### src/rtl/core/mte_pkg.sv
`timescale 1ns / 1ps
`default_nettype none

package mte_pkg;

    localparam int CFG_INDEX_BITS = 3;
    localparam int CFG_DATA_BITS  = 24;

    localparam int START_BITS   = 24;
    localparam int LENGTH_BITS  = 17;
    localparam int SPACING_BITS = 16;
    localparam int COUNT_BITS   = 5;
    localparam int GAIN_BITS    = 16;
    localparam int FRAME_BITS   = 32;

    localparam int Q_SHIFT = 15;
    localparam logic [GAIN_BITS-1:0] Q_ONE = 16'h8000;

    localparam logic [CFG_INDEX_BITS-1:0] CFG_WINDOW_START  = 3'd0;
    localparam logic [CFG_INDEX_BITS-1:0] CFG_WINDOW_LENGTH = 3'd1;
    localparam logic [CFG_INDEX_BITS-1:0] CFG_TAP_SPACING   = 3'd2;
    localparam logic [CFG_INDEX_BITS-1:0] CFG_TAP_COUNT     = 3'd3;
    localparam logic [CFG_INDEX_BITS-1:0] CFG_DECAY_GAIN    = 3'd4;

    typedef enum logic [6:0] {
        ST_IDLE  = 7'b0000001,
        ST_START = 7'b0000010,
        ST_TAP   = 7'b0000100,
        ST_MAC   = 7'b0001000,
        ST_FOLD  = 7'b0010000,
        ST_SCALE = 7'b0100000,
        ST_DONE  = 7'b1000000
    } state_t;

    typedef struct packed {
        logic busy;
        logic done;
    } div_status_t;

endpackage

`default_nettype wire

### src/rtl/core/mte_div.sv
`timescale 1ns / 1ps
`default_nettype none

module mte_div
    import mte_pkg::*;
#(
    parameter int QW  = 22,
    parameter int DVW = 5
) (
    input  logic            clk,
    input  logic            rst_n,
    input  logic            start,
    input  logic [QW-1:0]   dividend,
    input  logic [DVW-1:0]  divisor,
    output logic [QW-1:0]   quotient,
    output div_status_t     status
);

    localparam int CW = $clog2(QW + 1);

    logic           busy_reg, busy_next;
    logic           done_reg, done_next;
    logic [CW-1:0]  cnt_reg, cnt_next;
    logic [QW-1:0]  quo_reg, quo_next;
    logic [DVW-1:0] rem_reg, rem_next;
    logic [DVW-1:0] dvs_reg, dvs_next;
    logic [DVW:0]   shifted;
    logic [DVW:0]   trial;
    logic           fits;

    assign shifted = {rem_reg, quo_reg[QW-1]};
    assign trial   = shifted - {1'b0, dvs_reg};
    assign fits    = shifted >= {1'b0, dvs_reg};

    always_comb
    begin
        busy_next = busy_reg;
        done_next = 1'b0;
        cnt_next  = cnt_reg;
        quo_next  = quo_reg;
        rem_next  = rem_reg;
        dvs_next  = dvs_reg;
        if (start)
        begin
            busy_next = 1'b1;
            cnt_next  = '0;
            quo_next  = dividend;
            rem_next  = '0;
            dvs_next  = divisor;
        end
        else if (busy_reg)
        begin
            rem_next = fits ? trial[DVW-1:0] : shifted[DVW-1:0];
            quo_next = {quo_reg[QW-2:0], fits};
            cnt_next = cnt_reg + 1'b1;
            if (cnt_reg == CW'(QW - 1))
            begin
                busy_next = 1'b0;
                done_next = 1'b1;
            end
        end
    end

    always_ff @(posedge clk or negedge rst_n)
    begin
        if (!rst_n)
        begin
            busy_reg <= 1'b0;
            done_reg <= 1'b0;
            cnt_reg  <= '0;
        end
        else
        begin
            busy_reg <= busy_next;
            done_reg <= done_next;
            cnt_reg  <= cnt_next;
        end
    end

    always_ff @(posedge clk)
    begin
        quo_reg <= quo_next;
        rem_reg <= rem_next;
        dvs_reg <= dvs_next;
    end

    assign quotient    = quo_reg;
    assign status.busy = busy_reg;
    assign status.done = done_reg;

endmodule

`default_nettype wire

### config.mk
export PLATFORM = sky130hd
export DESIGN_NAME = mte_div
export DESIGN_NICKNAME = d
export VERILOG_FILES = /design/src/rtl/core/mte_pkg.sv /design/src/rtl/core/mte_div.sv
export SDC_FILE = /design/constraint.sdc
export NUM_CORES = 1
export LEC_CHECK = 0
export BUFFER_PORTS_ARGS = -buffer_cell sky130_fd_sc_hd__buf_4
export CELL_PAD_IN_SITES_DETAIL_PLACEMENT = 0
export CELL_PAD_IN_SITES_GLOBAL_PLACEMENT = 1
export CORE_ASPECT_RATIO = 0.7
export CORE_MARGIN = 10
export CORE_UTILIZATION = 42
export CTS_BUF_LIST = sky130_fd_sc_hd__clkbuf_2 sky130_fd_sc_hd__clkbuf_4 sky130_fd_sc_hd__clkbuf_8
export CTS_CLUSTER_DIAMETER = 80
export DETAILED_ROUTE_END_ITERATION = 7
export GPL_TIMING_DRIVEN = 0
export PLACE_DENSITY_LB_ADDON = 0.1
export SYNTH_ARGS = -nofsm -noshare
export SYNTH_HDL_FRONTEND = slang
export SYNTH_SLANG_ARGS = --single-unit
export TNS_END_PERCENT = 50
### constraint.sdc
create_clock -name clk -period 2.5 [get_ports clk]
set_input_delay 0.375 -clock clk [delete_from_list [all_inputs] [get_ports clk]]
set_output_delay 0.375 -clock clk [all_outputs]
set_load 0.1 [all_outputs]
== Word-level counts from Yosys, hierarchy flattened ==
Cells that the tools add are included.
Word-level totals
  word-level logic and storage cells: 22
  bits in registers: 39
  output and inout port bits: 24
  bits of input ports: 30
Operators by class
  mux-type cells: 11
  equal/unequal tests: 1
  order comparisons: 1
  reductions and logical operators: 1
  $add $sub $neg: 2
Operators by type and width (count)
  $mux 22: 2
  $mux 5: 3
  $ge 6x5->1: 1
  $mux 1: 6
  $add 5x1->5 const B: 1
  $eq 5x5->1 const B: 1
  $sub 5x5->5: 1
  $reduce_bool 2->1: 1

== Depth between registers and ports, before layout ==
  depth after elaboration: 4
  gate-level depth with buffers: 8
  gate-level depth less buffers: 8

== Least setup slack after synthesis ==
No wires, ideal clock.
  path type: register to register
  from: register quo_reg[21], in the netlist quotient[21]
  to: register rem_reg[4]
  data arrival time: 2.509 ns
  clock period less this slack: 2.627 ns
  cell stages (with the launch flop): 9
  data required time: 2.383 ns
  path slack: -0.127 ns
  path buffers: 0
  library setup time: 0.117 ns
  cell sequence: edfxtp_1 -> inv_1 -> ha_1 -> inv_1 -> fa_1 -> a21o_1 -> o211a_1 -> or3_1 -> a32o_1
On the way
  cells in the longest elaborated chain, start to end: 2
  elaborated cells on any way between the ends: 3
  classes of those cells: add/sub: 1; order compare: 1; mux: 1
Ends and longest elaborated chain
  start: declaration: line mte_div.sv:24  | logic [QW-1:0] quo_reg, quo_next;
  start signal: assignment: line mte_div.sv:82  | quo_reg <= quo_next;
  $sub 5x5->5 or $ge 6x5->1 (tied branches): line mte_div.sv:32, mte_div.sv:33
  $mux 5 *: line mte_div.sv:53  | rem_next = fits ? trial[DVW-1:0] : shifted[DVW-1:0];
  end signal: assignment: line mte_div.sv:83  | rem_reg <= rem_next;
  end: declaration: line mte_div.sv:25  | logic [DVW-1:0] rem_reg, rem_next;
Every way passes the cells marked *; elsewhere a longest branch is shown, timed or not.
A chain may end at the register's enable or synchronous reset.

== Worst setup path after layout ==
  from: register busy_reg
  to: register quo_reg[8], in the netlist quotient[8], enable pin
On the way
  cells in the longest elaborated chain, start to end: 1
Ends and longest elaborated chain
  start: declaration: line mte_div.sv:21  | logic busy_reg, busy_next;
  start signal: assignment: line mte_div.sv:74  | busy_reg <= busy_next;
  $reduce_bool 2->1 (no source line)
Every way passes these cells.

==> impl_results.md <==
* Outcome: finished clean
* Worst Setup Start Kind: register
* Main synth FF type: edfxtp_1
* Number of synthesized flops with an enable pin at 27
* Via density at 4.86
* IO buf count at 53
* Placed Cells at 248
* Minimum clock period at 2270 ps
* Seq/Total Area, Yosys at 58.5%
* Top-count cell post-synth: edfxtp_1
* Share of cells above drive strength 1 at 44.1%
* CP endpoint kind: register
* Layout Nets at 239
* Area Overhead vs Synth at 31.6%
* Synth area leaders: edfxtp_1 44%, mux2_2 13%, dfrtp_1 9.4%
* Critical path arrival at 2170 ps
* RSZ-0062 raised after global routing: no
* GR Overflow Total at 0
* CP Class: register to register
* Critical path fanouts, max at 22
* TritonCTS clock tree: yes
* Core ar. at 4300 um^2
* Post-cts sizing count at 0
* Cell Area, Synth at 1860 um^2
* Routed WL per cell at 14.4 um
* Hold crit path type: input pin to register
* DRT iter0 DRCs at 41
* Hold_ws at 269 ps
* Max Root-Sink Buffers at 2
* CP required at 2410 ps
* Final Skew at 9.74 ps
* Crit path launch: busy_reg$_DFF_PN0_
* Final core occ at 56.8%
* Mapped Avg Cell Area at 13.3 um^2
* Worst vdd ir at 0.532 mV
* Gr usage total at 9.88%
* Clock sinks at 39
* Post-detailed-route count of antenna-violating nets at 0
* Crit-path max cell delay at 650 ps
* Leak Pwr at 1.07 nW
* Pins Over Slew Limit at 0
* Post-synth top area share at 43.6%
* Post-CTS setup buffer count at 0
* Max Cap Violations at 0
* Initial Util at 43.2%
* Final Hold Fails at 0
* YS warnings at 0
* Placer Congestion at 0.859
* Worst path cell trace: clkbuf_1 > buf_1 > nor2_1 > inv_1
* Via count at 1,248
* Period Utilization, post-route at 90.6%
* Fraction of registers with async set/reset at 17.9%
* Syn Inst Count at 140
* P per Cell Area at 893 nW/um^2
* Row count at 20
* Hold Startpoint: divisor[4]
* Slew headroom at 42.0%
* CTS root buffer: clkbuf_8
* Syn_nets at 178
* Final setup TNS at 0 ps
* Crit path max-delay cell type: inv_1
* Highest clock rate at 441 MHz
* Largest net degree at the start of global routing at 23
* Post-synth top area cell: edfxtp_1
* Placed standard-cell area at 2330 um^2
* Post-synth cell types at 39
* Total CTS buffers at 5
* # DRC at 0
* Post-route cell area at 2440 um^2
* #FFs+latches synth at 39
* Die height at 75.7 um
* Detailed placement HPWL at 2.88 mm
* Total Wirelength at 3.70 mm
* Cell Count, Final, Fillers Out at 257
* Max FFs per register at 22
* FF-to-FF setup slack at 230 ps
* Worst slew pin tran at 869 ps
* # IOs at 54
* ANT cells at 0
* Clock slew at reported path FFs at 70 ps
* 1st-pass router iterations at 5
* Latest clock arrival within the worst-skew pair at 290 ps
* Commonest cells post-synth: 27 x edfxtp_1, 22 x mux2_2, 10 x nand2_1, 10 x nor2_1, 8 x inv_1
* H-Tree Depth at 2
* First-pass GRT wire length at 5.98 mm
* Die Width at 99.5 um
* Total Die Area at 7530 um^2
* Final setup violating endpoints at 0
* Vias in the first global route at 1,303
* Worst flop-to-flop path startpoint: busy_reg$_DFF_PN0_
* Initial antenna violation count at 0
## critical path: cells and delay by family, from the launching register on
kind / cells / cell delay [ps]
buffers and inverters: 3 / 1400
DFF: 1 / 350
and+or+nand+nor: 1 / 120
## cell families (layout without fill, tap and decap cells)
| group | Yosys count | count (layout) | synth area share, % |
|---|---|---|---|
| DFF | 39 | 39 | 58.5 |
| and+or+nand+nor | 33 | 33 | 9.02 |
| muxes | 23 | 23 | 13.9 |
| buffers and inverters | 16 | 78 | 3.70 |
| AOI/OAI and AO/OA | 15 | 15 | 6.33 |
| adders and majority gates | 8 | 8 | 5.79 |
| xor gates and xnor gates | 6 | 6 | 2.83 |
## area by class of cell
type                    instances  area [um^2]
fillers                       388         1860
clock buffers                   5         68.8
clock inverters                 3         38.8
well taps                      55         68.8
flip-flops and latches         39         1090
inverters                       8         30.0
plain buffers                   8         38.8
repair buffers                 54          408
multi-input cells              85          706
## routing by layer
| metal | part of all wire, % | vias to the layer above | GRT usage, % |
|---|---|---|---|
| met4 | 1.0 | 0 | 3.33 |
| met3 | 8.0 | 6 | 4.71 |
| met5 | 0 | - | 0 |
| met2 | 47 | 38 | 14.9 |
| li1 | - | 633 | - |
| met1 | 44 | 571 | 12.2 |
## cell usage in the layout, fill, tap and decap left out, drive strengths merged, types with 2 or more instances in the layout
cell | synthesis | layout
nor4 | 2 | 2
nand2 | 10 | 10
a21o | 2 | 2
nor2 | 10 | 10
clkbuf | 1 | 6
xor2 | 5 | 5
ha | 7 | 7
nand4 | 2 | 2
a21oi | 2 | 2
edfxtp | 27 | 27
dfrtp | 7 | 7
inv | 8 | 8
clkinv | 0 | 2
a311oi | 2 | 2
buf | 7 | 60
dfxtp | 5 | 5
mux2 | 22 | 22
## stage by stage
step / setup slack [ps] / total power, mW
floorplan: -74.8 / 1.51
global placement: 284 / 1.69
detailed placement: 213 / 1.70
CTS: 195 / 2.20
global route: 26.8 / 2.30
finish: 235 / 2.18
## final timing paths
| path | end | cells past startpoint |
|---|---|---|
| setup / recovery | quotient[8]$_DFFE_PP_ | 4 |
| hold / removal | dvs_reg[4]$_DFFE_PP_ | 1 |
| setup reg to reg | quotient[8]$_DFFE_PP_ | 4 |
| hold reg to reg | rem_reg[4]$_SDFFE_PP0P_ | 1 |
| max in group asynchronous | cnt_reg[0]$_DFFE_PN0P_ | 2 |
| min in group asynchronous | cnt_reg[1]$_DFFE_PN0P_ | 2 |
## power by group
group | switching, mW | internal (mW) | total, mW
sequential | 0.0579 | 0.794 | 0.852
combinational | 0.565 | 0.265 | 0.830
clock | 0.209 | 0.292 | 0.501
total | 0.832 | 1.35 | 2.18
## repair_timing
item | 4_1_cts | 5_1_grt
hold buffers | 1 | 0
setup endpoints to repair | 0 | 0
endpoints found under the hold margin | 7 | 0
Note: power is estimated with default switching activity, not from simulation.
